--- src/rtl/thb_pkg.sv ---
// thb_pkg: widths, register codes, reset values and the config struct shared by
// the three-band column height core and its submodules.
// no dependencies
package thb_pkg;

    localparam int LVL_W      = 8;
    localparam int SQ_W       = 16;
    localparam int SUM_W      = 18;
    localparam int GAIN_W     = 12;
    localparam int GSQ_W      = 24;
    localparam int OUT_W      = 17;
    localparam int CFG_IDX_W  = 2;
    localparam int CFG_DATA_W = 12;

    localparam logic [GAIN_W-1:0] LOW_GAIN_RST  = 12'd1178;
    localparam logic [GAIN_W-1:0] MID_GAIN_RST  = 12'd1905;
    localparam logic [GAIN_W-1:0] HIGH_GAIN_RST = 12'd512;

    typedef enum logic [CFG_IDX_W-1:0] {
        CFG_LOW_GAIN  = 2'd0,
        CFG_MID_GAIN  = 2'd1,
        CFG_HIGH_GAIN = 2'd2,
        CFG_MONO_MODE = 2'd3
    } t_cfg_idx;

    typedef struct packed {
        logic [GSQ_W-1:0] low_gsq;
        logic [GSQ_W-1:0] mid_gsq;
        logic [GSQ_W-1:0] high_gsq;
        logic             mono;
    } t_cfg;

endpackage

--- src/rtl/thb_band.sv ---
// thb_band: one band's energy scaling: gain square times sum of squares, fixed
// point alignment and clamp to the squared height cap; two register stages
// depends on thb_pkg
module thb_band import thb_pkg::*; #(
    parameter int FRAC = 8
) (
    input  logic                     i_clk,
    input  logic                     i_en,
    input  logic [GSQ_W-1:0]         i_gsq,
    input  logic [SUM_W-1:0]         i_sumsq,
    input  logic                     i_mono,
    output logic [2*(FRAC+9)-1:0]    o_x
);

    localparam int NW   = GSQ_W + SUM_W;
    localparam int E0   = 2 * FRAC - 21;
    localparam int E1   = E0 + 2;
    localparam int SH0L = (E0 > 0) ? E0 : 0;
    localparam int SH0R = (E0 < 0) ? -E0 : 0;
    localparam int SH1L = (E1 > 0) ? E1 : 0;
    localparam int SH1R = (E1 < 0) ? -E1 : 0;
    localparam int XW   = NW + SH1L;
    localparam int CW   = 2 * (FRAC + 9);
    localparam longint unsigned CAP0 = 64'd255 << FRAC;
    localparam longint unsigned CAP1 = 64'd510 << FRAC;
    localparam logic [XW-1:0] CAPSQ0 = XW'(CAP0 * CAP0);
    localparam logic [XW-1:0] CAPSQ1 = XW'(CAP1 * CAP1);

    logic [NW-1:0] r_n;
    logic          r_mono;
    logic [XW-1:0] w_x0;
    logic [XW-1:0] w_x1;
    logic [XW-1:0] w_x;
    logic [XW-1:0] w_cap;
    logic [CW-1:0] r_x;

    always_ff @(posedge i_clk) begin
        if (i_en) begin
            r_n    <= NW'(i_gsq) * NW'(i_sumsq);
            r_mono <= i_mono;
        end
    end

    always_comb begin
        w_x0  = (XW'(r_n) << SH0L) >> SH0R;
        w_x1  = (XW'(r_n) << SH1L) >> SH1R;
        w_x   = r_mono ? w_x1 : w_x0;
        w_cap = r_mono ? CAPSQ1 : CAPSQ0;
    end

    // clamping before the root equals clamping the root
    always_ff @(posedge i_clk) begin
        if (i_en) begin
            r_x <= (w_x >= w_cap) ? CW'(w_cap) : CW'(w_x);
        end
    end

    assign o_x = r_x;

endmodule

--- config.mk ---
export PLATFORM = sky130hd
export DESIGN_NAME = thb_band
export DESIGN_NICKNAME = d
export VERILOG_FILES = /design/src/rtl/thb_pkg.sv /design/src/rtl/thb_band.sv
export SDC_FILE = /design/constraint.sdc
export NUM_CORES = 1
export LEC_CHECK = 0
export ABC_AREA = 1
export BUFFER_PORTS_ARGS = -buffer_cell sky130_fd_sc_hd__clkbuf_2
export CORE_MARGIN = 5
export CORE_UTILIZATION = 60
export CTS_CLUSTER_SIZE = 12
export DETAILED_ROUTE_END_ITERATION = 8
export PLACE_DENSITY = 0.78
export REMOVE_ABC_BUFFERS = 1
export SETUP_SLACK_MARGIN = 0.4
export SLEW_MARGIN = 20
export SYNTH_ARGS = -nofsm -noshare
export SYNTH_HDL_FRONTEND = slang
export SYNTH_SLANG_ARGS = --single-unit
--- constraint.sdc ---
create_clock -name i_clk -period 9.2 [get_ports i_clk]
set_clock_uncertainty 0.15 [all_clocks]
set_input_delay 1.84 -clock i_clk [delete_from_list [all_inputs] [get_ports i_clk]]
set_output_delay 1.84 -clock i_clk [all_outputs]
set_load 0.02 [all_outputs]
==> results of run 1 <==
-- cells in the final DEF, fill, tap and decap left out, drive strengths merged, types with 2 or more instances in the layout --
cell / Yosys / final
a21oi: 35 / 35
nand4: 4 / 4
nor3: 9 / 9
clkbuf: 78 / 86
ha: 116 / 116
clkinvlp: 0 / 3
mux2i: 6 / 6
nor2: 85 / 85
nor4: 2 / 2
a31oi: 2 / 2
o21bai: 4 / 4
inv: 720 / 720
xnor2: 6 / 6
o21ai: 42 / 42
buf: 15 / 3
nand3: 42 / 42
edfxtp: 74 / 74
nand2: 710 / 710
clkinv: 0 / 4
xor2: 16 / 16
fa: 352 / 352
-- sequential cells by signal, summed over array words and instances (netlist names) --
name	count
r_n	39
r_mono	1
o_x	34
-- worst max-delay path by stage --
stage	startpoint	endpoint	slack, ps	depth (start not counted)
floorplan	i_gsq[21]	r_n[33]	2610	22
global placement	i_sumsq[3]	r_n[35]	1410	22
detailed placement	i_sumsq[3]	r_n[35]	1400	22
CTS	i_sumsq[3]	r_n[35]	1750	22
global route	i_sumsq[3]	r_n[35]	1300	22
finish	i_sumsq[3]	r_n[35]	1640	22
-- worst max-delay path: cells and delay by family --
kind | cells | cell delay [ps]
buf+inv | 6 | 760
simple gates | 6 | 520
fa+ha+maj | 7 | 3480
compound gates | 3 | 850
-- metrics by stage --
stage                     std cells  utilization (%)  instance area, um2  hold WS [ps]
after floorplan                2230                -               17500           402
after global placement         2700             62.3               18400           421
after detailed placement       2700             62.3               18400           457
after CTS                      2716             63.2               18600           472
after global routing           2716             63.2               18600           497
final                          2716             63.2               18600           470
-- kinds of logic after synthesis --
logic type,Yosys count,synth area share [%]
AO/OA/AOI/OAI,85,2.49
flip-flops,74,12.4
adder cells (fa/ha/maj),468,47.6
XOR/XNOR,22,1.08
multiplexers,6,0.336
buffers and inverters,813,17.3
AND/OR/NAND/NOR,855,18.7
-- synthesized netlist by cell type (all sizes together) --
cell and n:
and2b 1, inv 720, nor3 9, o22ai 1
xnor2 6, and2 1, nand4 4, o21ai 42
a31oi 2, o211ai 1, nand2 710, nand3 42
mux2i 6, ha 116, nor2 85, fa 352
edfxtp 74, o21bai 4, a21oi 35, clkbuf 78
buf 15, xor2 16, nand2b 1, nor4 2
-- final cells by class --
cell class | instances | area, um2 | area share (%)
repair buffers | 80 | 405 | 2.18
clock inverters | 7 | 46.3 | 0.248
flip-flops and latches | 74 | 2220 | 11.9
multi-input cells | 1436 | 12500 | 67.3
inverters | 720 | 2710 | 14.5
clock buffers | 9 | 225 | 1.21
well taps | 390 | 488 | 2.62
-- routing by layer --
layer  routed length, um  vias up  track usage, %
met1               16400     6883            33.6
met2               21000      561            46.9
met4                1480        0            9.49
met5                   0        -               0
li1                    -     6522               -
met3                2800      130            3.17
==> metrics.cfg, run 1 <==
[route]
ant_nets=0
wl_um=41800
via_count=14100
drc=0
post_drt_wl_per_cell_um=15.4
drt_iter0_markers=913
dr.pass1.iters=5
routed_via_density=5.19

[die]
core_mm2=0.0295
initial_utilization_pct=60.6
die_x_um=183
pin_count=79
dieArea_mm2=0.0333
num_rows=63
chipHeight_um=183

[setup_path]
worstPathArrival_ps=7500
cp.required_ps=9140
slowest_delay_ps=620
critPathMostFrequentCell=fa_1
rr_worst_depth=13
cp_max_fo=24
criticalPathCategory=in -> reg
regToRegStartpoint=r_mono
worstSetupStartpointType=primary input
cp_slowest_cell=fa_1
crit_chain=clkbuf_2 > nand2_1 > fa_1 > inv_1 > fa_1 > inv_1 > fa_1 > inv_1 > fa_1 > fa_1 > inv_1 > fa_1 > inv_1 > ha_1 > a21oi_1 > o21ai_0 > a21oi_1 > nor2_1 > nor2_1 > nand2_1 > nand2_1 > nand2_1
r2r_setup_slack_ps=6270
reg2reg_to=o_x[27]
endpoint_kind=register

[clocking]
clk_latency_ps=330
cts_sinks=74
cts_tree=done
cts.repair.resized=0
cts.reportedPaths.clkPinSlew_ps=60
post-cts-setup-buffers=0
hold_buffers=0
h-tree-depth=3
cts_inserted_buffers=9
cts-root-buf=clkbuf_16
clock_path_buffers=2

[layout]
area_growth_pct=4.37
nNetsFinal=2834
drive_gt1_share_pct=4.73
num_antenna_cells=0
n_fill_cell=2562

[global_routing]
grt_pass1_vias=15200
overflow=0
grt_pass1_wl_um=71700
antenna_found_initial=0
grt_max_degree=75
grt_usage_pct=26.5

[sta]
timing.fmax_mhz=132
setup_viol=0
fin_crit_ps=7560
min_period_over_period_pct=82.2
hold_viol=0
worstMarginPinSlew_ps=922
rsz0062_at_grt=false
drv_slew=0
slew_headroom_pct=38.5
setup_ws_ps=1640
tns_ps=0

[hold_path]
hp-class=reg -> reg
whs_path_depth=2
min_from=r_n[8]
hold-path-endpoint=o_x[3]

[synthesis]
synth_top_area_share_pct=39.5
synth_top_area_cell=fa_1
yosysWarnings=0
syn_inst=2323
avgSynthCellArea_um2=7.69
yosysUniqueCellTypes=32
seq_area_frac_synth_pct=12.4
ys_ff_latch=74
syn_area_mm2=0.0179
synth_area_leaders=fa_1, inv_1, nand2_1

[placement]
gp_congestion=0.924
hpwl_um=34200
portBuffers=78
dp_slack_ps=1400

[status]
status=complete, no violations

[flow_run]
cap_violations=0

Power of run 1 is not shown: default switching activity piles up to over one toggle a cycle in this logic, so the estimate is an artifact.
==> run 2, diff against run 1 <==
==> constraint.sdc (replaced) <==
create_clock -name i_clk -period 7.1 [get_ports i_clk]
set_clock_uncertainty 0.15 [all_clocks]
set_input_delay 1.42 -clock i_clk [delete_from_list [all_inputs] [get_ports i_clk]]
set_output_delay 1.42 -clock i_clk [all_outputs]
set_load 0.02 [all_outputs]
==> run 2 against run 1 <==
Against the previous run:
- final cell count grew 2.0%
- hold slack got worse by 7.9 ps
- register-to-register slack got worse by 2100 ps
- highest routed layer unchanged
- count of clock-buffer cells in the layout rose by 1
- critical path type unchanged
==> metrics.cfg, run 2 (synthesized netlist as in run 1, its figures left out) <==
[status]
status=complete, no violations

[route]
post_drt_wl_per_cell_um=15.2  ; -0.90%
via_count=14300  ; +1.1%
routed_via_density=5.15  ; -0.80%
drc=0  ; unchanged
ant_nets=0  ; unchanged
dr.pass1.iters=6  ; +1
wl_um=42200  ; +1.0%
drt_iter0_markers=959  ; +5.0%

[hold_path]
whs_path_depth=2  ; unchanged
hp-class=reg -> reg

[setup_path]
slowest_delay_ps=570  ; -50 ps
cp_max_fo=17  ; -29%
rr_worst_depth=13  ; unchanged
critPathMostFrequentCell=nand2_1
path_buf_inv=8  ; +2
path_depth=25  ; +14%
worstSetupStartpointType=primary input
cp_slowest_cell=fa_1
criticalPathCategory=in -> reg
cp.required_ps=7040  ; -2100 ps
worstPathArrival_ps=6460  ; -1040 ps
endpoint_kind=register
cp_top_family=adder cells

[die]
initial_utilization_pct=60.6  ; unchanged
num_rows=63  ; unchanged
pin_count=79  ; unchanged
die_x_um=183  ; unchanged
chipHeight_um=183  ; unchanged
dieArea_mm2=0.0333  ; unchanged
core_mm2=0.0295  ; unchanged

[sta]
min_period_over_period_pct=91.8
setup_viol=0  ; unchanged
whs_ps=462  ; -7.85 ps
rsz0062_at_grt=true
hold_viol=0  ; unchanged
drv_slew=0  ; unchanged
setup_ws_ps=579  ; -1060 ps
fin_crit_ps=6520
timing.fmax_mhz=153
worstMarginPinSlew_ps=909  ; -13.2 ps
slew_headroom_pct=39.4  ; +0.88 points

[global_routing]
grt_max_degree=75  ; unchanged
overflow=0  ; unchanged
grt_pass1_wl_um=72900  ; +1.6%
antenna_found_initial=0  ; unchanged
grt_pass1_vias=15500  ; +1.7%
grt_usage_pct=26.7  ; +0.27 points

[clocking]
cts_inserted_buffers=9  ; unchanged
clk_latency_ps=330  ; about the same
cts_sinks=74  ; unchanged
cts.reportedPaths.clkPinSlew_ps=60  ; about the same
cts_tree=done
h-tree-depth=3  ; unchanged
cts-root-buf=clkbuf_16
clock_path_buffers=2  ; unchanged
hold_buffers=0  ; unchanged

[layout]
stdcell_area_mm2=0.0193  ; +3.6%
num_antenna_cells=0  ; unchanged
top_register=r_n
layout_common_cells=inv_1, nand2_1, fa_1
largest_reg_flops=39  ; unchanged
area_growth_pct=8.18
drive_gt1_share_pct=8.15  ; +3.4 points
final_util_pct=65.5  ; +2.3 points
nNetsFinal=2887  ; +1.9%
mostFrequentLayoutCell=inv_1

[placement]
placed_area_mm2=0.0187  ; +2.1%
gp_congestion=0.911  ; -1.4%
portBuffers=78  ; unchanged
dp_slack_ps=-127  ; -1520 ps
hpwl_um=35900  ; +5.1%

[flow_run]
cap_violations=0  ; unchanged

==> run 2: worst paths after layout <==
check / start / endpoint / slack [ps]
worst max register to register: r_mono / o_x[25] / 4160
worst max-delay path: i_sumsq[6] / r_n[26] / 580
worst min-delay path: r_n[3] / o_x[0] / 460
worst min register to register: r_n[3] / o_x[0] / 460
==> run 2: routing by layer <==
| metal | up-vias | share of wire [%] | global-route usage, % |
|---|---|---|---|
| met4 | 0 | 3.4 | 8.14 |
| met2 | 571 | 52 | 48.3 |
| met1 | 6919 | 38 | 33.3 |
| li1 | 6636 | - | - |
| met5 | - | 0 | 0 |
| met3 | 130 | 6.4 | 3.81 |
==> run 2: area by class of cell <==
type / instances / area, um2
Multi-Input combinational cell: 1436 / 12700
Fill cell: 2544 / 10200
Inverter: 720 / 2710
Sequential cell: 74 / 2220
Timing Repair Buffer: 133 / 893
Tap cell: 390 / 488
Clock buffer: 10 / 229
Clock inverter: 6 / 80.1
==> run 2: timing repair <==
item,4_1_cts,5_1_grt
setup buffers,0,4
gates resized for setup,16,70
pin swaps,0,6
setup endpoints to repair,9,26
==> run 2: metrics by stage <==
stage	cells	setup TNS (ps)
finish	2769	0
global placement	2749	-89.7
floorplan	2230	0
CTS	2765	0
global route	2769	0
detailed placement	2749	-329
==> run 2: tightest hold or removal path: cells and delay by family (launching register included) <==
kind / cells / cell delay (ps)
simple gates: 1 / 90
mux: 1 / 70
flops: 1 / 340
Power of run 2 is left out for the same reason.
==> run 3, diff against run 2 <==
--- a/config.mk
+++ b/config.mk
@@ -5,13 +5,11 @@
 export SDC_FILE = /design/constraint.sdc
 export NUM_CORES = 1
 export LEC_CHECK = 0
-export ABC_AREA = 1
 export BUFFER_PORTS_ARGS = -buffer_cell sky130_fd_sc_hd__clkbuf_2
-export CORE_MARGIN = 5
 export CORE_UTILIZATION = 60
 export CTS_CLUSTER_SIZE = 12
 export DETAILED_ROUTE_END_ITERATION = 8
-export PLACE_DENSITY = 0.78
+export PLACE_DENSITY = 0.85
 export REMOVE_ABC_BUFFERS = 1
 export SETUP_SLACK_MARGIN = 0.4
 export SLEW_MARGIN = 20
==> run 3 against run 2 <==
Against the previous run:
- wire length decreased by 1.6%
- global-route usage increased by 3.3 points
- via count decreased by 8.3%
- cell area increased by 1.9%
- critical endpoint is now r_n[34]
- first-iteration DRC count increased by 14%
- core utilization increased by 6.7 points
- critical path type unchanged
- count of clock-buffer cells in the layout decreased by 1
==> metrics.cfg, run 3 <==
[route]
post_drt_wl_per_cell_um=17.6  ; +16%
wl_met3_um=2790  ; +3.2%
ant_nets=0  ; unchanged
wl_um=41500  ; -1.6%
dr.pass1.iters=6  ; unchanged
via_count=13100  ; -8.3%
wl_met1_um=15200  ; -5.5%
drt_iter0_markers=1095  ; +14%
routed.top_layer=met4
routed_via_density=5.56  ; +7.9%
drc=0  ; unchanged
wl_met2_um=22200  ; +1.3%

[synthesis]
ys_ff_latch=74  ; unchanged
syn_inst=1812  ; -22%
async_reset_ff_share_pct=0  ; unchanged
synth_area_leaders=fa_1, edfxtp_1, inv_1
synthFlopType=edfxtp_1
synth_top_area_share_pct=41.8  ; +2.4 points
netlist_top_cells_count=inv_1, fa_1, nand2_1
syn_area_mm2=0.0168  ; -5.7%
avgSynthCellArea_um2=9.30  ; +21%
yosys.cell_count.top_type=inv_1
yosysUniqueCellTypes=56  ; +75%
synth_top_area_cell=fa_1
synth_edf_count=74  ; unchanged
yosysWarnings=0  ; unchanged
seq_area_frac_synth_pct=13.2  ; +0.75 points

[global_routing]
overflow=0  ; unchanged
grt_pass1_vias=14100  ; -8.7%
grt_pass1_wl_um=67300  ; -7.7%
grt_usage_pct=30.0  ; +3.3 points
antenna_found_initial=0  ; unchanged
grt_max_degree=75  ; unchanged

[clocking]
cts_sinks=74  ; unchanged
cts_inserted_buffers=9  ; unchanged
hold_buffers=0  ; unchanged
cts.reportedPaths.clkPinSlew_ps=60  ; about the same
clock_path_buffers=2  ; unchanged
cts-root-buf=clkbuf_16
clk_latency_ps=330  ; about the same
h-tree-depth=3  ; unchanged
cts_tree=done

[die]
num_rows=60  ; -4.8%
pin_count=79  ; unchanged
dieArea_mm2=0.0287  ; -14%
chipHeight_um=170  ; -7.1%
die_x_um=170  ; -7.1%
initial_utilization_pct=61.8  ; +1.2 points
core_mm2=0.0273  ; -7.6%

[sta]
min_period_over_period_pct=95.5  ; +3.7 points
hold_viol=0  ; unchanged
drv_slew=0  ; unchanged
rsz0062_at_grt=true
worstMarginPinSlew_ps=922  ; +13.0 ps
setup_viol=0  ; unchanged
timing.fmax_mhz=147  ; -3.8%
fin_crit_ps=6780  ; +260 ps
slew_headroom_pct=38.5  ; -0.87 points

[layout]
final_util_pct=72.3  ; +6.7 points
mostFrequentLayoutCell=inv_1
num_antenna_cells=0  ; unchanged
area_growth_pct=16.9
nNetsFinal=2489  ; -14%
top_register=r_n
drive_gt1_share_pct=18.0  ; +9.8 points
layout_common_cells=inv_1, fa_1, nand2_1
largest_reg_flops=39  ; unchanged

[setup_path]
criticalPathCategory=in -> reg
cp.required_ps=7030  ; about the same
cp_max_fo=9  ; -8
worstSetupStartpointType=primary input
endpoint_kind=register
r2r_setup_slack_ps=4240  ; +80 ps
rr_worst_depth=8  ; -5
worstPathArrival_ps=6710  ; +250 ps
regToRegStartpoint=r_mono
reg2reg_to=o_x[28]
cp-startpoint=i_sumsq[8]

[hold_path]
hold-path-endpoint=o_x[29]
min_from=r_n[32]
whs_path_depth=1  ; -1
hp-class=reg -> reg

[flow_run]
cap_violations=0  ; unchanged

[placement]
portBuffers=78  ; unchanged
hpwl_um=34700  ; -3.6%
gp_congestion=0.945  ; +3.8%

[status]
status=complete, no violations

## run 3: how the worst max path moves through the flow
stage,to,slack (ps)
after detailed placement,r_n[35],-230
after global routing,r_n[34],210
after CTS,r_n[41],390
after global placement,r_n[35],-180
final,r_n[34],320
after floorplan,r_n[41],400
## run 3: area by class of cell
type / count / area [um2]
Multi-Input combinational cell: 1223 / 13200
Fill cell: 1905 / 7560
Sequential cell: 74 / 2220
Timing Repair Buffer: 241 / 1930
Inverter: 427 / 1600
Tap cell: 372 / 465
Clock buffer: 9 / 225
Clock inverter: 7 / 67.6
## run 3: cell families after synthesis
group                    count (synthesis)  synth area share (%)
XOR/XNOR                                35                  1.82
buffers and inverters                  515                  11.5
adder cells (fa/ha/maj)                468                  50.4
multiplexers                            25                  1.50
AND/OR/NAND/NOR                        553                  15.7
flip-flops                              74                  13.2
AO/OA/AOI/OAI                          142                  5.88
## run 3: per-stage QoR
step / hold WS [ps] / std cells / area [um2] / setup slack, ps / setup TNS [ps]
detailed placement: 430 / 2329 / 18600 / -228 / -1580
finish: 439 / 2353 / 19700 / 318 / 0
CTS: 443 / 2347 / 19200 / 390 / 0
floorplan: 387 / 1724 / 16500 / 403 / 0
global placement: 402 / 2329 / 18600 / -183 / -855
global route: 446 / 2353 / 19700 / 206 / 0
## run 3: repair_timing
item | in CTS | in global routing
buffers inserted | 2 | 5
pin swaps | 26 | 71
cloned | 0 | 1
gates resized for setup | 64 | 154
setup endpoints to repair | 19 | 18
## run 3: worst max-delay path, cell delays in order
cell      delay (ps)
buf_12           120
buf_6            120
and2_1           140
fa_1             490
inv_2             50
fa_2             540
fa_1             450
fa_1             520
inv_2             40
fa_1             550
inv_2             50
fa_2             570
inv_2             50
ha_4             150
a21o_1           180
a31oi_4          220
buf_4            180
buf_4            100
o211ai_1         140
nor2_2           180
and3_4           220
o41ai_4           60
xor2_1           170
## run 3: metal layers
metal  global-route usage [%]  up-vias
li1                         -     5757
met1                     35.9     6553
met2                     55.0      637
met3                     4.45      125
met4                     10.3        0
met5                        0        -
Power of run 3 is left out for the same reason.
