`src/rtl/thb_pkg.sv`:
```
// thb_pkg: widths, register codes, reset values and the config struct shared by
// the three-band column height core and its submodules.
// no dependencies
package thb_pkg;

    localparam int LVL_W      = 8;
    localparam int SQ_W       = 16;
    localparam int SUM_W      = 18;
    localparam int GAIN_W     = 12;
    localparam int GSQ_W      = 24;
    localparam int OUT_W      = 17;
    localparam int CFG_IDX_W  = 2;
    localparam int CFG_DATA_W = 12;

    localparam logic [GAIN_W-1:0] LOW_GAIN_RST  = 12'd1178;
    localparam logic [GAIN_W-1:0] MID_GAIN_RST  = 12'd1905;
    localparam logic [GAIN_W-1:0] HIGH_GAIN_RST = 12'd512;

    typedef enum logic [CFG_IDX_W-1:0] {
        CFG_LOW_GAIN  = 2'd0,
        CFG_MID_GAIN  = 2'd1,
        CFG_HIGH_GAIN = 2'd2,
        CFG_MONO_MODE = 2'd3
    } t_cfg_idx;

    typedef struct packed {
        logic [GSQ_W-1:0] low_gsq;
        logic [GSQ_W-1:0] mid_gsq;
        logic [GSQ_W-1:0] high_gsq;
        logic             mono;
    } t_cfg;

endpackage

```
`src/rtl/thb_isqrt.sv`:
```
// thb_isqrt: pipelined integer square root, one result bit per register stage
// depends on thb_pkg
module thb_isqrt import thb_pkg::*; #(
    parameter int RW = 17
) (
    input  logic            i_clk,
    input  logic            i_en,
    input  logic [2*RW-1:0] i_x,
    output logic [RW-1:0]   o_root
);

    logic [RW:0]     r_rem  [RW];
    logic [RW-1:0]   r_root [RW];
    logic [2*RW-1:0] r_x    [RW];

    for (genvar k = 0; k < RW; k++) begin : g_step
        logic [RW:0]     w_rem_in;
        logic [RW-1:0]   w_root_in;
        logic [2*RW-1:0] w_x_in;
        logic [RW+2:0]   w_rem_sh;
        logic [RW+2:0]   w_trial;
        logic            w_take;

        if (k == 0) begin : g_first
            assign w_rem_in  = '0;
            assign w_root_in = '0;
            assign w_x_in    = i_x;
        end else begin : g_next
            assign w_rem_in  = r_rem[k-1];
            assign w_root_in = r_root[k-1];
            assign w_x_in    = r_x[k-1];
        end

        always_comb begin
            w_rem_sh = {w_rem_in, w_x_in[2*RW-1:2*RW-2]};
            w_trial  = {1'b0, w_root_in, 2'b01};
            w_take   = (w_rem_sh >= w_trial);
        end

        always_ff @(posedge i_clk) begin
            if (i_en) begin
                r_rem[k]  <= w_take ? (RW+1)'(w_rem_sh - w_trial) : (RW+1)'(w_rem_sh);
                r_root[k] <= {w_root_in[RW-2:0], w_take};
                r_x[k]    <= w_x_in << 2;
            end
        end
    end

    assign o_root = r_root[RW-1];

endmodule

```
`config.mk`:
```
export PLATFORM = sky130hd
export DESIGN_NAME = thb_isqrt
export DESIGN_NICKNAME = d
export VERILOG_FILES = /design/src/rtl/thb_pkg.sv /design/src/rtl/thb_isqrt.sv
export SDC_FILE = /design/constraint.sdc
export NUM_CORES = 1
export LEC_CHECK = 0
export ABC_CLOCK_PERIOD_IN_PS = 2550
export BUFFER_PORTS_ARGS = -buffer_cell sky130_fd_sc_hd__clkbuf_2
export CAP_MARGIN = 20
export CORE_MARGIN = 2
export CORE_UTILIZATION = 40
export CTS_CLUSTER_DIAMETER = 30
export CTS_CLUSTER_SIZE = 16
export DETAILED_ROUTE_END_ITERATION = 7
export GPL_TIMING_DRIVEN = 0
export HOLD_SLACK_MARGIN = 0.02
export PLACE_DENSITY_LB_ADDON = 0.2
export SLEW_MARGIN = 25
export SYNTH_ARGS = -nofsm -noshare
export SYNTH_HDL_FRONTEND = slang
export SYNTH_SLANG_ARGS = --single-unit
export TNS_END_PERCENT = 20
```
`constraint.sdc`:
```
create_clock -name i_clk -period 2.55 [get_ports i_clk]
set_input_delay 0.1275 -clock i_clk [delete_from_list [all_inputs] [get_ports i_clk]]
set_output_delay 0.1275 -clock i_clk [all_outputs]
set_load 0.005 [all_outputs]
```
==> results of run 1 <==
==> timing repair <==
| item | in CTS | in global routing |
|---|---|---|
| gates resized for setup | 178 | 169 |
| hold buffers | 36 | 0 |
| pin swaps | 49 | 55 |
| setup buffers | 67 | 49 |
| gates cloned | 2 | 1 |
| endpoints found under the hold margin | 90 | 0 |
| endpoints found under the setup margin | 207 | 245 |
==> cells in the final DEF, fill, tap and decap left out, types with 32 or more instances in the layout <==
cell type,count
dlygate4sd3_1,36
buf_4,111
nand2_1,115
ha_1,123
nand2b_1,33
o21ai_0,62
xor2_1,88
clkbuf_16,146
inv_1,189
ha_4,44
nor3_1,59
a21oi_2,37
a21o_1,33
a21oi_1,126
edfxtp_1,693
xnor2_1,101
o21ai_1,32
nand3_1,35
clkbuf_2,52
nor2_1,173
==> worst max-delay path: cells and delay by family, from the launching register on <==
| family | cells | cell delay [ns] |
|---|---|---|
| adder cells (fa/ha/maj) | 1 | 0.40 |
| multiplexers | 1 | 0.32 |
| AND/OR/NAND/NOR | 3 | 0.52 |
| AO/OA/AOI/OAI | 2 | 0.54 |
| buffers and inverters | 1 | 0.23 |
| flip-flops | 1 | 0.39 |
==> logic make-up (layout without fill, tap and decap cells) <==
logic type	after synthesis	count (layout)	share of synthesized area, %
flops	693	693	65.4
fa+ha+maj	171	171	6.73
xor+xnor	190	190	5.23
buf+inv	236	701	2.83
compound gates	451	451	8.81
other cells	1	1	0.0118
mux	45	45	1.57
simple gates	609	609	9.36
==> per-layer routing <==
metal,vias up,GRT usage (%),wire [microns]
met1,9633,19.6,27800
met3,144,3.51,2980
li1,9668,-,-
met5,-,0,0
met2,486,24.2,29700
met4,0,6.58,1800
==> flip-flops by register name, indices dropped and copies added (netlist names) <==
register,cells
r_root,153
r_rem,268
r_x,272
==> final cells by class <==
type / count / area, sq um
buffer: 23 / 228
tap: 1050 / 1310
timing repair buffer: 214 / 1840
multi-input combinational: 1467 / 11600
inverter: 210 / 801
clock buffer: 164 / 3700
sequential: 693 / 20800
clock inverter: 90 / 1080
fill: 6594 / 37500
==> power by group through the flow <==
| stage | sequential (W) | combinational [W] | clock [W] |
|---|---|---|---|
| 3_5_place_dp | 0.0151 | 0.00463 | 0 |
| 6_report | 0.0149 | 0.00591 | 0.0180 |
| 2_1_floorplan | 0.0148 | 0.00345 | 0 |
| 5_1_grt | 0.0151 | 0.00653 | 0.0190 |
| 3_3_place_gp | 0.0154 | 0.00445 | 0 |
| 4_1_cts | 0.0149 | 0.00543 | 0.0184 |
==> cell usage after synthesis, types with 11 or more instances <==
cell type | count | area [sq um]
edfxtp_1 | 693 | 20800
or3_1 | 25 | 156
o21ai_1 | 37 | 185
nor4_1 | 24 | 150
nor2_1 | 192 | 721
nand2_1 | 122 | 458
a211oi_1 | 16 | 120
ha_1 | 171 | 2140
or4_1 | 11 | 82.6
o21a_1 | 27 | 203
nor3_1 | 62 | 310
a21oi_1 | 165 | 826
clkbuf_1 | 14 | 52.6
mux2_1 | 24 | 270
nand3_1 | 39 | 195
o21ai_0 | 68 | 340
a21o_1 | 33 | 248
mux2_2 | 15 | 169
buf_2 | 12 | 60.1
nand2b_1 | 33 | 206
xor2_1 | 88 | 771
nor2b_1 | 23 | 144
o31ai_1 | 14 | 105
xnor2_1 | 102 | 893
nand4_1 | 28 | 175
inv_1 | 205 | 769
==> worst max path at each step <==
| stage | slack, ns | to | depth (start not counted) | startpoint |
|---|---|---|---|---|
| 2_1_floorplan | -0.04 | r_rem[0][230] | 8 | r_rem[0][207] |
| 3_3_place_gp | -10.20 | r_rem[0][121] | 1 | i_en |
| 3_5_place_dp | -0.83 | r_rem[0][279] | 8 | r_rem[0][260] |
| 6_report | -0.12 | r_rem[0][259] | 8 | r_rem[0][245] |
| 5_1_grt | -0.20 | r_rem[0][259] | 9 | r_root[1][86] |
| 4_1_cts | -0.16 | r_rem[0][152] | 9 | r_root[0][119] |
==> stage by stage <==
stage	power (W)	hold WS, ns	util [%]	TNS, ns	cell area (sq um)
global placement	0.0198	0.304	42.4	-7056.46	33400
detailed placement	0.0197	0.306	42.7	-70.82	33700
CTS	0.0388	0.0734	50.9	-3.72	40200
finish	0.0388	0.133	52.4	-1.29	41300
floorplan	0.0183	0.226	-	-0.237	31900
global route	0.0406	0.0961	52.4	-6.56	41300
==> impl_metrics.ini, run 1 <==
[run_status]
status = finished, violations left
violations = negative setup slack

[drt]
drc = 0
viasPerCell = 5.10
firstDrtPassIters = 6
drt_iter0_drc = 1376
totalWireLength_microns = 62300
vias = 19900
wl_per_cell_microns = 15.9
postRouteAntennaNets = 0

[min_path]
whs_path_depth = 2
hp-class = input pin to flop
min_from = i_x[24]
whs_endpoint = r_x[0][24]

[grt]
antenna_found_initial = 0
grt_pass1_wl_microns = 100000
grt_overflow_total = 0
grt_max_degree = 94
grt_pass1_vias = 20000
track_usage_pct = 15.1

[timing]
skew_ns = 0.0327
worst_slew_pin_slew_ns = 0.751
min_period_over_period_pct = 105
finalCriticalPeriod_ns = 2.67
fmax_mhz = 375
hold_viol_final = 0
drv_slew = 0
setup_viol = 34
max_slew_margin_pct = 49.3
grt_setup_unrepaired = yes
timing.final.ws_setup_ns = -0.117

[cells_and_area]
final_cells = 3911
layout-drive-gt1-share_pct = 23.1
syn_to_final_growth_pct = 30.0
diodes = 0
final_nets = 2959

[die]
dieArea_sq_um = 81800
core_area_sq_um = 78900
die_y_microns = 286
die_w_microns = 286
start_util_pct = 40.3
num_rows = 103
ioPinCount = 53

[cts]
root_buffer = clkbuf_16
cts_tree = built
cts.sinks = 693
clk_pin_slew_ns = 0.04
insertion_delay_ns = 0.69
htree_levels = 4
cts_buffers = 143
cts_buffer_depth = 3

[critical_path]
end_kind = flop
cp-start-kind = flop
ff2ff_setup_slack_ns = -0.12
worstSetupPathType = flop to flop
slowest_delay_ns = 0.40
worst-path-max-fanout = 8
r2r_end = r_rem[0][259]
required_ns = 2.99
path_cells = ha_1, and3_1, nand2_1, nor3_2, a31oi_1, o211ai_1, clkbuf_8, mux2_1
slowest_stage = ha_1
arrival_ns = 3.10
timing.rr.start = r_rem[0][245]
reg2regPathDepth = 8

[pwr]
p_sw_share_pct = 25.1
seqPwrFrac_pct = 38.5
p_sw_w = 0.00975
clkPwrFrac_pct = 46.3
ir_drop_mv = 0.663
leakagePower_nw = 16.0
internal_power_w = 0.0291
combPwrFrac_pct = 15.2
p_per_area_nw_per_um2 = 940

[logic_synthesis]
synth_nets = 2603
ys_seq_elements = 693
seq_area_frac_synth_pct = 65.4
syn_avg_cell_area_sq_um = 13.3
synth_cell_types = 76
synth_async_sr_flop_share_pct = 0
synthesis.area_sq_um = 31800
synth_ff_type = edfxtp_1
syn-instance-count = 2396
ys.warnings.count = 0
synth-edff-count = 693

[place]
dp.cells = 3506
dpl_worst_slack_ns = -0.828
gp_congestion = 0.930
io_buffers = 52
place_hpwl_microns = 41100

[run]
drv_cap = 0
(Power assumes the default switching activity.)
==> inputs of run 2 (changes only) <==
--- a/config.mk
+++ b/config.mk
@@ -5,7 +5,7 @@
 export SDC_FILE = /design/constraint.sdc
 export NUM_CORES = 1
 export LEC_CHECK = 0
-export ABC_CLOCK_PERIOD_IN_PS = 2550
+export ABC_CLOCK_PERIOD_IN_PS = 2800
 export BUFFER_PORTS_ARGS = -buffer_cell sky130_fd_sc_hd__clkbuf_2
 export CAP_MARGIN = 20
 export CORE_MARGIN = 2
==> constraint.sdc (replaced) <==
create_clock -name i_clk -period 2.8 [get_ports i_clk]
set_input_delay 0.14 -clock i_clk [delete_from_list [all_inputs] [get_ports i_clk]]
set_output_delay 0.14 -clock i_clk [all_outputs]
set_load 0.005 [all_outputs]
==> impl_metrics.ini, run 2 (synthesis gave the netlist of run 1 again) <==
[timing]
hold_viol_final = 0
min_period_over_period_pct = 100
skew_ns = 0.0302
worst_slew_pin_slew_ns = 0.776
setup-tns-final_ns = 0
timing.final.ws_setup_ns = 0.000935
fmax_mhz = 357
max_slew_margin_pct = 47.6
finalCriticalPeriod_ns = 2.80
grt_setup_unrepaired = yes
drv_slew = 0
setup_viol = 0

[cts]
cts_buffers = 146
cts_tree = built
htree_levels = 4
cts_buffer_depth = 3
cts.sinks = 693
root_buffer = clkbuf_16
clk_pin_slew_ns = 0.05
insertion_delay_ns = 0.69

[grt]
grt_pass1_vias = 19500
grt_pass1_wl_microns = 98100
grt_max_degree = 95
grt_overflow_total = 0
track_usage_pct = 14.7
antenna_found_initial = 0

[critical_path]
cp-start-kind = flop
slowest_stage = or4_1
cp_top_family = simple AND/OR/NAND/NOR gates
ff2ff_setup_slack_ns = 0.0009
arrival_ns = 3.21
required_ns = 3.21
slowest_delay_ns = 0.49
timing.rr.start = r_rem[0][126]
path_cells = ha_4, nor2b_1, o21ai_1, a21oi_1, o31a_1, or4_1, buf_2, buf_4, nor2_1, a21oi_1
worst-path-max-fanout = 10
worstSetupPathType = flop to flop
worst_path_most_repeated_cell = a21oi_1
startpoint = r_rem[0][126]
end_kind = flop
worstPathBufferInverterCount = 2

[drt]
drc = 0
vias = 19400
wl_per_cell_microns = 15.5
postRouteAntennaNets = 0
firstDrtPassIters = 6
viasPerCell = 5.05
drt_iter0_drc = 1138
totalWireLength_microns = 59500

[cells_and_area]
top_register = r_x
final_common_cell = edfxtp_1
syn_to_final_growth_pct = 24.8
design_area_sq_um = 39700
final_nets = 2871
finish.utilization_pct = 50.3
final_cell_mix = edfxtp_1 (693), inv_1 (204), nor2_1 (189)
reg.largest.list = r_x x272, r_rem x268, r_root x153
layout-drive-gt1-share_pct = 15.2
diodes = 0
num-fill-cells = 6757
largest_register_ffs = 272

[die]
start_util_pct = 40.3
ioPinCount = 53
die_w_microns = 286
dieArea_sq_um = 81800
core_area_sq_um = 78900
num_rows = 103
die_y_microns = 286

[pwr]
seqPwrFrac_pct = 38.4
combPwrFrac_pct = 12.8
leakagePower_nw = 15.4
p_sw_w = 0.00873
p_per_area_nw_per_um2 = 890
clkPwrFrac_pct = 48.8
p_sw_share_pct = 24.7
ir_drop_mv = 0.764
internal_power_w = 0.0266

[place]
placed_cell_area_sq_um = 33600
io_buffers = 52
gp_congestion = 0.921
dpl_worst_slack_ns = -0.945
place_hpwl_microns = 40700

[run]
drv_cap = 0

[min_path]
hp-class = input pin to flop
min_from = i_x[7]

[run_status]
status = complete, no violations
[run 2: path summary, 6_finish.rpt]
| path | cells past startpoint | to |
|---|---|---|
| max | 10 | r_rem[0][151] |
| min | 2 | r_x[0][7] |
| max reg2reg | 10 | r_rem[0][151] |
| min reg2reg | 0 | r_x[0][83] |
[run 2: final cells by class]
cell class	instances	area, sq um	share of cell area, %
multi-input cells	1467	10500	26.4
plain buffers	25	148	0.372
inverters	210	796	2.00
well taps	1050	1310	3.31
repair buffers	121	1060	2.67
clock inverters	108	1270	3.20
flip-flops and latches	693	20800	52.4
clock buffers	164	3810	9.59
[run 2: metal layers]
layer | track usage, % | vias to the layer above | wire [microns]
li1 | - | 9502 | -
met3 | 3.21 | 123 | 2850
met2 | 22.9 | 443 | 27500
met5 | 0 | - | 0
met1 | 20.0 | 9321 | 27600
met4 | 6.41 | 0 | 1580
[run 2: stage by stage]
step                      cells  total power, W  hold WS (ns)
final                      3838          0.0353         0.155
after global routing       3838          0.0370         0.111
after floorplan            2396          0.0166         0.239
after global placement     3498          0.0180         0.318
after CTS                  3823          0.0356        0.0870
after detailed placement   3506          0.0179         0.319
[run 2: power groups by stage]
stage | clock network [W] | logic, W | registers [W]
2_1_floorplan | 0 | 0.00312 | 0.0135
3_3_place_gp | 0 | 0.00403 | 0.0140
3_5_place_dp | 0 | 0.00418 | 0.0137
4_1_cts | 0.0176 | 0.00436 | 0.0136
5_1_grt | 0.0182 | 0.00507 | 0.0137
6_report | 0.0172 | 0.00454 | 0.0136
[run 2: repair_timing]
action	CTS	global route
endpoints found under the setup margin	135	142
endpoints found under the hold margin	47	0
setup buffers	8	15
pin swaps	8	18
resized for setup	44	50
hold buffers	38	0
==> inputs of run 3 (changes only) <==
--- a/config.mk
+++ b/config.mk
@@ -9,7 +9,7 @@
 export BUFFER_PORTS_ARGS = -buffer_cell sky130_fd_sc_hd__clkbuf_2
 export CAP_MARGIN = 20
 export CORE_MARGIN = 2
-export CORE_UTILIZATION = 40
+export CORE_UTILIZATION = 60
 export CTS_CLUSTER_DIAMETER = 30
 export CTS_CLUSTER_SIZE = 16
 export DETAILED_ROUTE_END_ITERATION = 7
==> impl_metrics.ini, run 3 (synthesis gave the netlist of run 1 again) <==
[run_status]
status = finished, violations left
violations = negative setup slack

[cells_and_area]
final_nets = 2849
ff_latch_area_sq_um = 20800
multi_input_area_sq_um = 10500
diodes = 0
finish.utilization_pct = 74.0
final_cell_mix = edfxtp_1 (693), inv_1 (204), nor2_1 (189)
top_register = r_x
reg.largest.list = r_x x272, r_rem x268, r_root x153
layout-drive-gt1-share_pct = 15.0
num-fill-cells = 3160
syn_to_final_growth_pct = 22.1
largest_register_ffs = 272
final_cells = 3444
final_common_cell = edfxtp_1
design_area_sq_um = 38800

[min_path]
hp-class = input pin to flop
min_from = i_x[9]
whs_path_depth = 2
whs_endpoint = r_x[0][9]

[drt]
vias = 19800
postRouteAntennaNets = 0
wl_per_cell_microns = 18.9
totalWireLength_microns = 65000
firstDrtPassIters = 5
viasPerCell = 5.74
drt_iter0_drc = 1630
drc = 0

[timing]
skew_ns = 0.0296
worst_slew_pin_slew_ns = 0.923
finalCriticalPeriod_ns = 2.80
max_slew_margin_pct = 37.7
drv_slew = 0
min_period_over_period_pct = 100
hold_viol_final = 0
timing.final.ws_setup_ns = -0.000127
setup_viol = 1
fmax_mhz = 357
grt_setup_unrepaired = yes

[die]
start_util_pct = 60.6
die_y_microns = 234
core_area_sq_um = 52400
dieArea_sq_um = 54900
ioPinCount = 53
die_w_microns = 234
num_rows = 84

[critical_path]
end_kind = flop
worst_path_most_repeated_cell = a2111oi_4
timing.rr.start = r_rem[0][203]
r2r_end = r_rem[0][230]
worstSetupPathType = flop to flop
arrival_ns = 3.23
reg2regPathDepth = 7
cp-start-kind = flop
ff2ff_setup_slack_ns = -0.0001
worst-path-max-fanout = 5
slowest_delay_ns = 0.49
slowest_stage = a2111oi_4
path_cells = ha_1, nand4_1, a21oi_1, a2111oi_4, o21ai_1, a2111oi_4, xor2_1
required_ns = 3.23

[grt]
grt_pass1_wl_microns = 102000
grt_pass1_vias = 19900
grt_overflow_total = 0
track_usage_pct = 24.0
antenna_found_initial = 0
grt_max_degree = 96

[place]
io_buffers = 52
place_hpwl_microns = 39300
dpl_worst_slack_ns = -0.794
dp.cells = 3144
placed_cell_area_sq_um = 33100
gp_congestion = 0.925

[cts]
clk_pin_slew_ns = 0.06
cts.sinks = 693
htree_levels = 4
cts_buffer_depth = 3
root_buffer = clkbuf_16
cts_buffers = 137
cts_tree = built
insertion_delay_ns = 0.71

[run]
drv_cap = 0

[pwr]
leakagePower_nw = 15.2
finalPower_w = 0.0346
p_per_area_nw_per_um2 = 890
ir_drop_mv = 1.07
[run 3: cell count changes in the layout (fill, tap and decap cells not counted), sizes merged]
cell / previous run / this run
bufinv: 20 / 16
clkinv: 66 / 52
buf: 47 / 30
clkbuf: 226 / 215
inv: 213 / 228
dlygate4sd3: 37 / 36
[run 3: worst max path at each step]
stage	startpoint	to
6_report	r_rem[0][203]	r_rem[0][230]
5_1_grt	r_rem[0][90]	r_rem[0][113]
4_1_cts	r_rem[0][93]	r_rem[0][113]
3_5_place_dp	r_rem[0][260]	r_rem[0][281]
3_3_place_gp	i_en	r_rem[0][179]
2_1_floorplan	r_rem[0][260]	r_rem[0][281]
[run 3: worst max-delay path, delay by kind of cell (launching register included)]
kind | cells | cell delay (ns)
AOI/OAI and AO/OA | 4 | 1.32
adders and majority gates | 1 | 0.41
DFF | 1 | 0.40
and+or+nand+nor | 1 | 0.30
xor gates and xnor gates | 1 | 0.11
[run 3: repair_timing]
| action | CTS | global route |
|---|---|---|
| endpoints found under the setup margin | 148 | 204 |
| setup buffers | 5 | 6 |
| cloned | 0 | 2 |
| pin swaps | 12 | 15 |
| resized for setup | 58 | 57 |
| hold buffers | 36 | 0 |
| endpoints found under the hold margin | 83 | 0 |
[run 3: through the flow]
| stage | hold WS [ns] | setup TNS (ns) |
|---|---|---|
| finish | 0.150 | -0.000127 |
| CTS | 0.102 | -0.0855 |
| floorplan | 0.239 | 0 |
| detailed placement | 0.319 | -44.27 |
| global placement | 0.318 | -6463.41 |
| global route | 0.124 | -1.70 |
[run 3: report_power, final]
group          internal, W  total (W)  switching [W]
combinational      0.00202    0.00458        0.00257
sequential          0.0129     0.0136       0.000695
clock               0.0108     0.0164        0.00558
total               0.0257     0.0346        0.00884
[run 3: area by class of cell]
class                      instances  share of cell area [%]
sequential                       693                    53.6
multi-input combinational       1467                    27.0
clock buffer                     148                    9.21
clock inverter                   105                    2.90
timing repair buffer             109                    2.54
tap                              688                    2.22
inverter                         210                    2.05
buffer                            24                   0.438
[run 3: metal layers]
metal	vias to the layer above	GRT usage (%)	routed length [microns]
li1	9443	-	-
met1	9631	31.7	28100
met2	600	39.4	32000
met3	96	5.31	3570
met4	0	8.31	1260
met5	-	0	0
