===== src/rtl/thb_pkg.sv =====
// thb_pkg: widths, register codes, reset values and the config struct shared by
// the three-band column height core and its submodules.
// no dependencies
package thb_pkg;

    localparam int LVL_W      = 8;
    localparam int SQ_W       = 16;
    localparam int SUM_W      = 18;
    localparam int GAIN_W     = 12;
    localparam int GSQ_W      = 24;
    localparam int OUT_W      = 17;
    localparam int CFG_IDX_W  = 2;
    localparam int CFG_DATA_W = 12;

    localparam logic [GAIN_W-1:0] LOW_GAIN_RST  = 12'd1178;
    localparam logic [GAIN_W-1:0] MID_GAIN_RST  = 12'd1905;
    localparam logic [GAIN_W-1:0] HIGH_GAIN_RST = 12'd512;

    typedef enum logic [CFG_IDX_W-1:0] {
        CFG_LOW_GAIN  = 2'd0,
        CFG_MID_GAIN  = 2'd1,
        CFG_HIGH_GAIN = 2'd2,
        CFG_MONO_MODE = 2'd3
    } t_cfg_idx;

    typedef struct packed {
        logic [GSQ_W-1:0] low_gsq;
        logic [GSQ_W-1:0] mid_gsq;
        logic [GSQ_W-1:0] high_gsq;
        logic             mono;
    } t_cfg;

endpackage


===== src/rtl/thb_cfg.sv =====
// thb_cfg: gain and mode registers with registered gain squares
// depends on thb_pkg
module thb_cfg import thb_pkg::*; (
    input  logic                  i_clk,
    input  logic                  i_rst_n,
    input  logic                  i_cfg_we,
    input  logic [CFG_IDX_W-1:0]  i_cfg_idx,
    input  logic [CFG_DATA_W-1:0] i_cfg_data,
    output t_cfg                  o_cfg
);

    logic [GAIN_W-1:0] r_low_gain;
    logic [GAIN_W-1:0] r_mid_gain;
    logic [GAIN_W-1:0] r_high_gain;
    logic              r_mono;
    logic [GSQ_W-1:0]  r_low_gsq;
    logic [GSQ_W-1:0]  r_mid_gsq;
    logic [GSQ_W-1:0]  r_high_gsq;

    always_ff @(posedge i_clk) begin
        if (!i_rst_n) begin
            r_low_gain  <= LOW_GAIN_RST;
            r_mid_gain  <= MID_GAIN_RST;
            r_high_gain <= HIGH_GAIN_RST;
            r_mono      <= 1'b0;
        end else if (i_cfg_we) begin
            unique case (t_cfg_idx'(i_cfg_idx))
                CFG_LOW_GAIN:  r_low_gain  <= i_cfg_data[GAIN_W-1:0];
                CFG_MID_GAIN:  r_mid_gain  <= i_cfg_data[GAIN_W-1:0];
                CFG_HIGH_GAIN: r_high_gain <= i_cfg_data[GAIN_W-1:0];
                CFG_MONO_MODE: r_mono      <= i_cfg_data[0];
                default: begin
                end
            endcase
        end
    end

    always_ff @(posedge i_clk) begin
        r_low_gsq  <= GSQ_W'(r_low_gain)  * GSQ_W'(r_low_gain);
        r_mid_gsq  <= GSQ_W'(r_mid_gain)  * GSQ_W'(r_mid_gain);
        r_high_gsq <= GSQ_W'(r_high_gain) * GSQ_W'(r_high_gain);
    end

    assign o_cfg.low_gsq  = r_low_gsq;
    assign o_cfg.mid_gsq  = r_mid_gsq;
    assign o_cfg.high_gsq = r_high_gsq;
    assign o_cfg.mono     = r_mono;

endmodule


===== config.mk =====
export PLATFORM = sky130hd
export DESIGN_NAME = thb_cfg
export DESIGN_NICKNAME = d
export VERILOG_FILES = /design/src/rtl/thb_pkg.sv /design/src/rtl/thb_cfg.sv
export SDC_FILE = /design/constraint.sdc
export NUM_CORES = 1
export LEC_CHECK = 0
export BUFFER_PORTS_ARGS = -buffer_cell sky130_fd_sc_hd__buf_2
export CAP_MARGIN = 20
export CORE_AREA = 2 2 121 212
export DETAILED_ROUTE_END_ITERATION = 10
export DIE_AREA = 0 0 123 214
export PLACE_DENSITY = 0.87
export SYNTH_ARGS = -nofsm -noshare
export SYNTH_HDL_FRONTEND = slang
export SYNTH_SLANG_ARGS = --single-unit

===== constraint.sdc =====
create_clock -name i_clk -period 7.14 [get_ports i_clk]
set_input_delay 0.357 -clock i_clk [delete_from_list [all_inputs] [get_ports i_clk]]
set_output_delay 0.357 -clock i_clk [all_outputs]
set_load 0.02 [all_outputs]

==> Flow_metrics.wiki, run 1 <==
{| class="wikitable"
! Metric !! Value
|-
| Status || complete, no violations
|-
| Cell family with the largest share of critical-path delay || adder cells
|-
| Number of gates resized after CTS || 0
|-
| Cell count after synthesis || 1628
|-
| Total grt overflow || 0
|-
| Maximum frequency from static timing analysis || 183 MHz
|-
| Post-place instance area || 15200 µm²
|-
| Number of levels in the clock H-tree || 3
|-
| Met2 track demand over resource || 47.4%
|-
| Wire length of the first global-routing pass || 52.8 mm
|-
| Overall die area || 26300 µm²
|-
| Category of the worst setup path launch point || flip-flop
|-
| Type of the setup path with the least slack || reg -> reg
|-
| Overall Power || 4.19 mW
|-
| Master of the slowest instance on the critical path || sky130_fd_sc_hd__dfxtp_1
|-
| GRT Total Usage || 25.3%
|-
| Placed cell count || 1968
|-
| Mean routed wirelength per cell || 15.7 µm
|-
| Post-route cell area || 15500 µm²
|-
| Port Buffer Count || 86
|-
| Maximum count of clock buffers along a single path || 2
|-
| Met3 Use GR || 4.02%
|-
| Master cell of the clock root buffer || sky130_fd_sc_hd__clkbuf_16
|-
| DRT iter0 DRCs || 573
|-
| Total CTS buffers || 9
|-
| Critical path data arrival time || 5.78 ns
|-
| Clock slew at the register clock pins of the worst setup and hold paths || 0.08 ns
|-
| Starting density of the core || 59.6%
|-
| Fin. max-slew vios || 0
|-
| Post-route clock skew || 0.0117 ns
|-
| Post-Syn Area per Cell || 8.98 µm²
|-
| Minimum clock period || 5.47 ns
|-
| Clk Latency, worst-skew pair || 0.39 ns
|-
| Crit-path most repeated cell || sky130_fd_sc_hd__fa_1
|-
| Internal power consumption || 2.22 mW
|-
| Dominant cells by area after synthesis || sky130_fd_sc_hd__fa_1 (32%), sky130_fd_sc_hd__ha_1 (15%), sky130_fd_sc_hd__dfxtp_1 (15%), sky130_fd_sc_hd__inv_1 (9.4%), sky130_fd_sc_hd__and2_1 (5.3%)
|-
| Required time reported for the critical path endpoint || 7.46 ns
|-
| Fraction of power consumed by sequential logic || 19.0%
|-
| Number of antenna violations at the first check in global routing || 2
|-
| Clock sink total || 106
|-
| Detailed-route wire length || 31.2 mm
|-
| Post-route non-filler standard cell count || 1984
|-
| Remaining DRCs || 0
|-
| Crit end category || flip-flop
|-
| Routability congestion estimate from global placement || 0.905
|-
| First-pass DRT Iterations || 6
|-
| Classification of the worst-slack hold path || in -> reg
|-
| Synthesized cell area || 14600 µm²
|-
| Number of enable-type register cells in the synthesized netlist || 0
|-
| Layer with the highest usage || met2
|-
| Die boundary width || 123 µm
|-
| Number of flip-flops and latches in the synthesized netlist || 106
|-
| Count of standard-cell rows || 76
|-
| Setup TNS Final || 0 ns
|-
| Maxcap violations || 0
|-
| Library cell with the largest summed area after synthesis || sky130_fd_sc_hd__fa_1
|-
| Max rail drop VDD || 0.282 mV
|-
| Fraction of power spent switching nets || 47.1%
|-
| Vias/cell || 5.49
|-
| Post-detailed-route count of antenna-violating nets || 0
|-
| Power density over cell area || 270 nW/µm²
|-
| Share of power burned in combinational logic || 67.5%
|-
| Hold-fix buffer count after cts || 0
|-
| Lkg Pwr || 8.32 nW
|-
| Worst-case hold slack || 0.265 ns
|-
| Met1 Usage GRT || 26.3%
|-
| Cell chain of the critical path || nand2_1 > fa_1 > inv_1 > fa_1 > fa_1 > fa_1 > inv_1 > fa_1 > inv_1 > ha_1 > nand4_1 > nor3_1 > nor4_1 > o31ai_1 > a21oi_1 > xor2_1
|-
| Core Footprint || 24500 µm²
|-
| Maximum fanout along the worst path || 13
|-
| Area growth from synthesis to layout || 6.23%
|-
| Worst relative slew slack || 49.5%
|-
| Die height || 214 µm
|-
| Net Switching || 1.97 mW
|-
| Pin count of the biggest net entering global routing || 38
|-
| Clock network fraction of total power || 13.5%
|-
| TritonCTS clock tree || yes
|-
| Number of hold violations in the final report || 0
|-
| Largest stage delay on the critical path || 0.65 ns
|-
| Part of the cycle the worst path needs || 76.6%
|-
| Synth Flop Type || sky130_fd_sc_hd__dfxtp_1
|-
| Fraction of layout cells with a size suffix above 1 || 7.24%
|-
| Via count of the first global-routing pass || 11800
|-
| Warnings from Yosys || 0
|-
| Setup Fix Bufs, Post-CTS || 0
|-
| Sequential cell area fraction in the yosys report || 14.5%
|-
| Least-Margin Pin Slew || 0.755 ns
|-
| Number of library cell types mapped by synthesis || 61
|-
| Num ports || 90
|-
| Half-perimeter wire length after placement || 25.8 mm
|-
| Finish-stage setup viols || 0
|-
| Area fraction of the dominant cell type after synthesis || 32.2%
|-
| Fraction of registers with async set or reset after synthesis || 0%
|-
| Setup repair after global routing missed its margin || no
|-
| Total Nets Final || 2091
|-
| Diode count || 0
|-
| Vias after detailed routing || 10900
|-
| CP bufs+invs || 3
|}
==> metrics by stage <==
step | setup WS, ns | utilization, %
2_1_floorplan | 2.16 | -
3_3_place_gp | 1.83 | 62.0
3_5_place_dp | 1.74 | 62.0
4_1_cts | 1.71 | 63.3
5_1_grt | 1.38 | 63.3
6_report | 1.67 | 63.3
==> power groups by stage <==
stage	clock network [mW]	registers [mW]	logic [mW]
after floorplan	0	0.930	2.07
after CTS	0.579	0.795	2.84
after detailed placement	0	0.808	2.82
final	0.567	0.795	2.82
after global routing	0.597	0.806	3.18
after global placement	0	0.805	2.75
==> final timing paths <==
path / startpoint / slack [ns] / to / cells after the start
worst max-delay path: r_low_gain[6] / 1.67 / r_low_gsq[23] / 16
worst min-delay path: i_cfg_data[5] / 0.26 / r_mid_gain[5] / 3
worst max register to register: r_low_gain[6] / 1.67 / r_low_gsq[23] / 16
worst min register to register: r_mono / 0.54 / r_mono / 2
==> flip-flops by register name (all words and copies together) (netlist names) <==
signal	flops
r_low_gsq	23
r_mid_gain	12
r_mid_gsq	23
r_high_gain	12
r_low_gain	12
r_high_gsq	23
r_mono	1
==> routing by layer <==
metal	vias up	routed length [µm]
met5	-	25
met4	4	1430
met3	123	1390
met2	329	17700
met1	5362	10600
li1	5070	-
==> cell usage in the layout, fill, tap and decap left out, drive strengths merged, types with 16 or more instances in the layout <==
cell,Yosys,final
xnor2,45,45
inv,368,370
nor2b,17,17
nor2,54,54
buf,6,87
dfxtp,106,106
and2,125,125
a21oi,46,46
a21boi,24,24
fa,235,235
nand3,16,16
xor2,18,18
o21ai,35,35
ha,172,172
nand2,168,168
==> cells in the mapped netlist, types with 2 or more instances <==
master	instances
sky130_fd_sc_hd__a2111o_1	2
sky130_fd_sc_hd__a211oi_1	8
sky130_fd_sc_hd__a21boi_0	24
sky130_fd_sc_hd__a21o_1	14
sky130_fd_sc_hd__a21oi_1	45
sky130_fd_sc_hd__a221oi_1	2
sky130_fd_sc_hd__a22o_1	2
sky130_fd_sc_hd__a22oi_1	2
sky130_fd_sc_hd__a311o_1	2
sky130_fd_sc_hd__a31oi_1	4
sky130_fd_sc_hd__and2_1	125
sky130_fd_sc_hd__and3_1	4
sky130_fd_sc_hd__buf_4	4
sky130_fd_sc_hd__clkbuf_1	55
sky130_fd_sc_hd__dfxtp_1	106
sky130_fd_sc_hd__fa_1	235
sky130_fd_sc_hd__ha_1	172
sky130_fd_sc_hd__inv_1	368
sky130_fd_sc_hd__mux2_2	4
sky130_fd_sc_hd__mux2i_1	3
sky130_fd_sc_hd__nand2_1	168
sky130_fd_sc_hd__nand2b_1	9
sky130_fd_sc_hd__nand3_1	16
sky130_fd_sc_hd__nand3b_1	2
sky130_fd_sc_hd__nand4_1	9
sky130_fd_sc_hd__nor2_1	54
sky130_fd_sc_hd__nor2b_1	17
sky130_fd_sc_hd__nor3_1	9
sky130_fd_sc_hd__nor4_1	2
sky130_fd_sc_hd__o211ai_1	9
sky130_fd_sc_hd__o21a_1	9
sky130_fd_sc_hd__o21ai_0	34
sky130_fd_sc_hd__o21ba_2	3
sky130_fd_sc_hd__o21bai_1	4
sky130_fd_sc_hd__o311a_1	2
sky130_fd_sc_hd__o31ai_1	8
sky130_fd_sc_hd__or2_2	5
sky130_fd_sc_hd__or4_1	3
sky130_fd_sc_hd__xnor2_1	45
sky130_fd_sc_hd__xor2_1	18
==> area by class of cell <==
type,instances,area [µm²]
flip-flops and latches,106,2120
multi-input cells,1095,10900
repair buffers,87,438
inverters,368,1380
clock buffers,9,225
clock inverters,7,101
fillers,1984,9000
well taps,312,390
==> kinds of logic (layout without fill, tap and decap cells) <==
family / after synthesis / count (layout) / share of synthesized area, %
buf+inv: 429 / 471 / 11.2
xor+xnor: 63 / 63 / 3.77
other cells: 1 / 3 / 0.0257
flops: 106 / 106 / 14.5
compound gates: 188 / 188 / 8.73
simple gates: 427 / 427 / 14.4
fa+ha+maj: 407 / 407 / 46.9
mux: 7 / 7 / 0.514
==> worst reg2reg max path: stages, from the launching register on <==
cell and delay [ns]:
sky130_fd_sc_hd__dfxtp_1 0.65, sky130_fd_sc_hd__nand2_1 0.16, sky130_fd_sc_hd__fa_1 0.63, sky130_fd_sc_hd__inv_1 0.08
sky130_fd_sc_hd__fa_1 0.50, sky130_fd_sc_hd__fa_1 0.51, sky130_fd_sc_hd__fa_1 0.49, sky130_fd_sc_hd__inv_1 0.05
sky130_fd_sc_hd__fa_1 0.47, sky130_fd_sc_hd__inv_1 0.05, sky130_fd_sc_hd__ha_1 0.37, sky130_fd_sc_hd__nand4_1 0.13
sky130_fd_sc_hd__nor3_1 0.06, sky130_fd_sc_hd__nor4_1 0.63, sky130_fd_sc_hd__o31ai_1 0.23, sky130_fd_sc_hd__a21oi_1 0.20
sky130_fd_sc_hd__xor2_1 0.18
Note: power is estimated with default switching activity, not from simulation.
==> run 2, diff against run 1 <==
Clock period 7.14 ns to 5.38 ns, I/O delays scaled along.
==> run 2 against run 1 <==
  * Die area stayed put
  * Clock power is 31% higher
  * Critical path depth is 2 lower
  * Clock skew is 0.0037 ns higher
  * Sequential power is 31% higher
  * Combinational power is 35% higher
  * First-iteration DRC count is 7.0% lower
  * Routed wire length is 3.8% higher
  * Non-clock buffer count is 29 higher
  * Global-route usage is 1.2 points higher
  * Sequential cell count stayed put
  * Fmax is 5.3% higher
  * Highest routed layer unchanged
==> Flow_metrics.wiki, run 2 (same netlist as run 1, synthesis figures left out) <==
{| class="wikitable"
! Metric !! Value
|-
| Status || complete, no violations (unchanged)
|-
| Count of standard-cell rows || 76 (unchanged)
|-
| Max rail drop VDD || 0.313 mV (was 0.282 mV)
|-
| Setup TNS Final || 0 ns (unchanged)
|-
| Share of power burned in combinational logic || 68.2% (was 67.5%)
|-
| Finish-stage setup viols || 0 (unchanged)
|-
| Maxcap violations || 0 (unchanged)
|-
| DRT iter0 DRCs || 533 (was 573)
|-
| Overall die area || 26300 µm² (unchanged)
|-
| Type of the setup path with the least slack || reg -> reg (unchanged)
|-
| Critical register-to-register path startpoint || r_mid_gain[5] (was r_low_gain[6])
|-
| Number of levels in the clock H-tree || 3 (unchanged)
|-
| CP bufs+invs || 1 (was 3)
|-
| Net Switching || 2.69 mW (was 1.97 mW)
|-
| First-pass DRT Iterations || 5 (was 6)
|-
| Most common cell after layout, fill and taps aside || sky130_fd_sc_hd__inv_1 (unchanged)
|-
| Met1 Usage GRT || 27.4% (was 26.3%)
|-
| Total Nets Final || 2120 (was 2091)
|-
| Overall Power || 5.61 mW (was 4.19 mW)
|-
| Post-place instance area || 15400 µm² (was 15200 µm²)
|-
| Starting density of the core || 59.6% (unchanged)
|-
| Master cell of the clock root buffer || sky130_fd_sc_hd__clkbuf_16 (unchanged)
|-
| Classification of the worst-slack hold path || in -> reg (unchanged)
|-
| Worst relative slew slack || 47.4% (was 49.5%)
|-
| Core Footprint || 24500 µm² (unchanged)
|-
| Num ports || 90 (unchanged)
|-
| Power density over cell area || 355 nW/µm² (was 270 nW/µm²)
|-
| Setup repair after global routing missed its margin || no (unchanged)
|-
| Wire length of the first global-routing pass || 55.1 mm (was 52.8 mm)
|-
| Register-to-register setup slack || 0.19 ns (was 1.67 ns)
|-
| Pin count of the biggest net entering global routing || 38 (unchanged)
|-
| Layer with the highest usage || met2 (unchanged)
|-
| Crit-path most repeated cell || sky130_fd_sc_hd__fa_1 (unchanged)
|-
| Die height || 214 µm (unchanged)
|-
| Cell family with the largest share of critical-path delay || adder cells (unchanged)
|-
| Vias after detailed routing || 11100 (was 10900)
|-
| Fraction of power spent switching nets || 47.9% (was 47.1%)
|-
| Final critical-path setup slack || 0.187 ns (was 1.67 ns)
|-
| Detailed-route wire length || 32.3 mm (was 31.2 mm)
|-
| Fillers || 1906 (was 1984)
|-
| Least-Margin Pin Slew || 0.786 ns (was 0.755 ns)
|-
| Largest stage delay on the critical path || 0.64 ns (was 0.65 ns)
|-
| Fraction of power consumed by sequential logic || 18.6% (was 19.0%)
|-
| Port Buffer Count || 86 (unchanged)
|-
| Met3 Use GR || 3.27% (was 4.02%)
|-
| Clk Latency, worst-skew pair || 0.40 ns (was 0.39 ns)
|-
| Clock slew at the register clock pins of the worst setup and hold paths || 0.09 ns (was 0.08 ns)
|-
| Mean routed wirelength per cell || 16.1 µm (was 15.7 µm)
|-
| Routability congestion estimate from global placement || 0.904 (was 0.905)
|-
| Critical path data arrival time || 5.49 ns (was 5.78 ns)
|-
| Maximum frequency from static timing analysis || 193 MHz (was 183 MHz)
|-
| Half-perimeter wire length after placement || 27.0 mm (was 25.8 mm)
|-
| Category of the worst setup path launch point || flip-flop (unchanged)
|-
| Regs by FF count || r_high_gsq (23), r_low_gsq (23), r_mid_gsq (23) (unchanged)
|-
| Start point of the worst hold path || i_cfg_data[11] (was i_cfg_data[5])
|-
| Master of the slowest instance on the critical path || sky130_fd_sc_hd__fa_1 (was sky130_fd_sc_hd__dfxtp_1)
|-
| Vias/cell || 5.51 (was 5.49)
|-
| Number of antenna violations at the first check in global routing || 1 (was 2)
|-
| Clock network fraction of total power || 13.2% (was 13.5%)
|-
| Maximum count of clock buffers along a single path || 2 (unchanged)
|-
| Fraction of layout cells with a size suffix above 1 || 9.88% (was 7.24%)
|-
| Required time reported for the critical path endpoint || 5.67 ns (was 7.46 ns)
|-
| Hold path cells || 3 (unchanged)
|-
| Post-route clock skew || 0.0154 ns (was 0.0117 ns)
|-
| Post-route cell area || 15800 µm² (was 15500 µm²)
|-
| Setup Fix Bufs, Post-CTS || 0 (unchanged)
|-
| Cells on worst reg2reg path || 14 (was 16)
|-
| Total CTS buffers || 9 (unchanged)
|-
| Area growth from synthesis to layout || 7.98% (was 6.23%)
|-
| Remaining DRCs || 0 (unchanged)
|-
| Met2 track demand over resource || 49.8% (was 47.4%)
|-
| Die boundary width || 123 µm (unchanged)
|-
| Crit end category || flip-flop (unchanged)
|-
| GRT Total Usage || 26.5% (was 25.3%)
|-
| Most frequent cells in the layout || sky130_fd_sc_hd__inv_1 (368), sky130_fd_sc_hd__fa_1 (235), sky130_fd_sc_hd__ha_1 (172) (unchanged)
|-
| Cell chain of the critical path || nand2_1 > fa_1 > inv_1 > fa_1 > fa_1 > fa_1 > fa_1 > ha_1 > a21oi_1 > nor2_1 > o41ai_2 > o211ai_2 > or4_1 > and3_1 (was nand2_1 > fa_1 > inv_1 > fa_1 > fa_1 > fa_1 > inv_1 > fa_1 > inv_1 > ha_1 > nand4_1 > nor3_1 > nor4_1 > o31ai_1 > a21oi_1 > xor2_1)
|-
| TritonCTS clock tree || yes (unchanged)
|-
| Worst R2R End || r_mid_gsq[23] (was r_low_gsq[23])
|-
| Hold-critical path endpoint || r_mid_gain[11] (was r_mid_gain[5])
|-
| Post-detailed-route count of antenna-violating nets || 0 (unchanged)
|-
| Via count of the first global-routing pass || 12200 (was 11800)
|-
| Minimum clock period || 5.19 ns (was 5.47 ns)
|-
| Clock sink total || 106 (unchanged)
|-
| Lkg Pwr || 8.47 nW (was 8.32 nW)
|-
| Maximum fanout along the worst path || 8 (was 13)
|-
| Fin. max-slew vios || 0 (unchanged)
|-
| Internal power consumption || 2.92 mW (was 2.22 mW)
|-
| Number of hold violations in the final report || 0 (unchanged)
|-
| Total grt overflow || 0 (unchanged)
|-
| Worst slack at placement || 0.0664 ns (was 1.74 ns)
|-
| Part of the cycle the worst path needs || 96.5% (was 76.6%)
|}
## run 2: how the worst max path moves through the flow
stage                              start              to  slack, ns  cells past startpoint
after detailed placement  r_high_gain[9]  r_high_gsq[23]       0.07                     16
final                      r_mid_gain[5]   r_mid_gsq[23]       0.19                     14
after global routing      r_high_gain[4]  r_high_gsq[23]       0.01                     18
after floorplan           r_high_gain[9]  r_high_gsq[23]       0.40                     18
after global placement     r_mid_gain[9]   r_mid_gsq[23]       0.26                     14
after CTS                 r_high_gain[9]  r_high_gsq[23]       0.03                     16
## run 2: worst min-delay path, cell delays in order
cell	delay (ns)
sky130_fd_sc_hd__buf_2	0.13
sky130_fd_sc_hd__nand2_1	0.05
sky130_fd_sc_hd__a21boi_0	0.06
## run 2: power groups by stage
| stage | clock, mW | combinational [mW] | sequential (mW) |
|---|---|---|---|
| 2_1_floorplan | 0 | 2.75 | 1.23 |
| 3_3_place_gp | 0 | 3.71 | 1.06 |
| 3_5_place_dp | 0 | 3.81 | 1.06 |
| 4_1_cts | 0.752 | 3.84 | 1.04 |
| 5_1_grt | 0.776 | 4.30 | 1.06 |
| 6_report | 0.740 | 3.82 | 1.04 |
## run 2: per-stage QoR
step                hold slack, ns  util (%)  cells
floorplan                    0.367         -   1630
global placement             0.496      62.9   1997
detailed placement           0.502      62.9   1997
CTS                          0.143      64.2   2013
global route                 0.162      64.3   2013
finish                       0.154      64.3   2015
## run 2: layout make-up
| type | instances | area [µm²] | area share [%] |
|---|---|---|---|
| Tap cell | 312 | 390 | 2.47 |
| Timing Repair Buffer | 116 | 656 | 4.15 |
| Clock buffer | 9 | 225 | 1.43 |
| Clock inverter | 7 | 98.8 | 0.626 |
| Antenna cell | 2 | 5.00 | 0.0317 |
| Multi-Input combinational cell | 1095 | 10900 | 69.0 |
| Sequential cell | 106 | 2140 | 13.6 |
| Inverter | 368 | 1380 | 8.75 |
## run 2: timing repair
item | in CTS | in global routing
hold buffers | 0 | 0
setup endpoints to repair | 0 | 18
gates resized for setup | 0 | 21
hold endpoints to repair | 0 | 0
## run 2: routing by layer
metal / vias up / wire length [µm]
met2: 328 / 18400
met3: 112 / 1180
met4: 2 / 1650
met1: 5535 / 11100
li1: 5135 / -
met5: - / 13
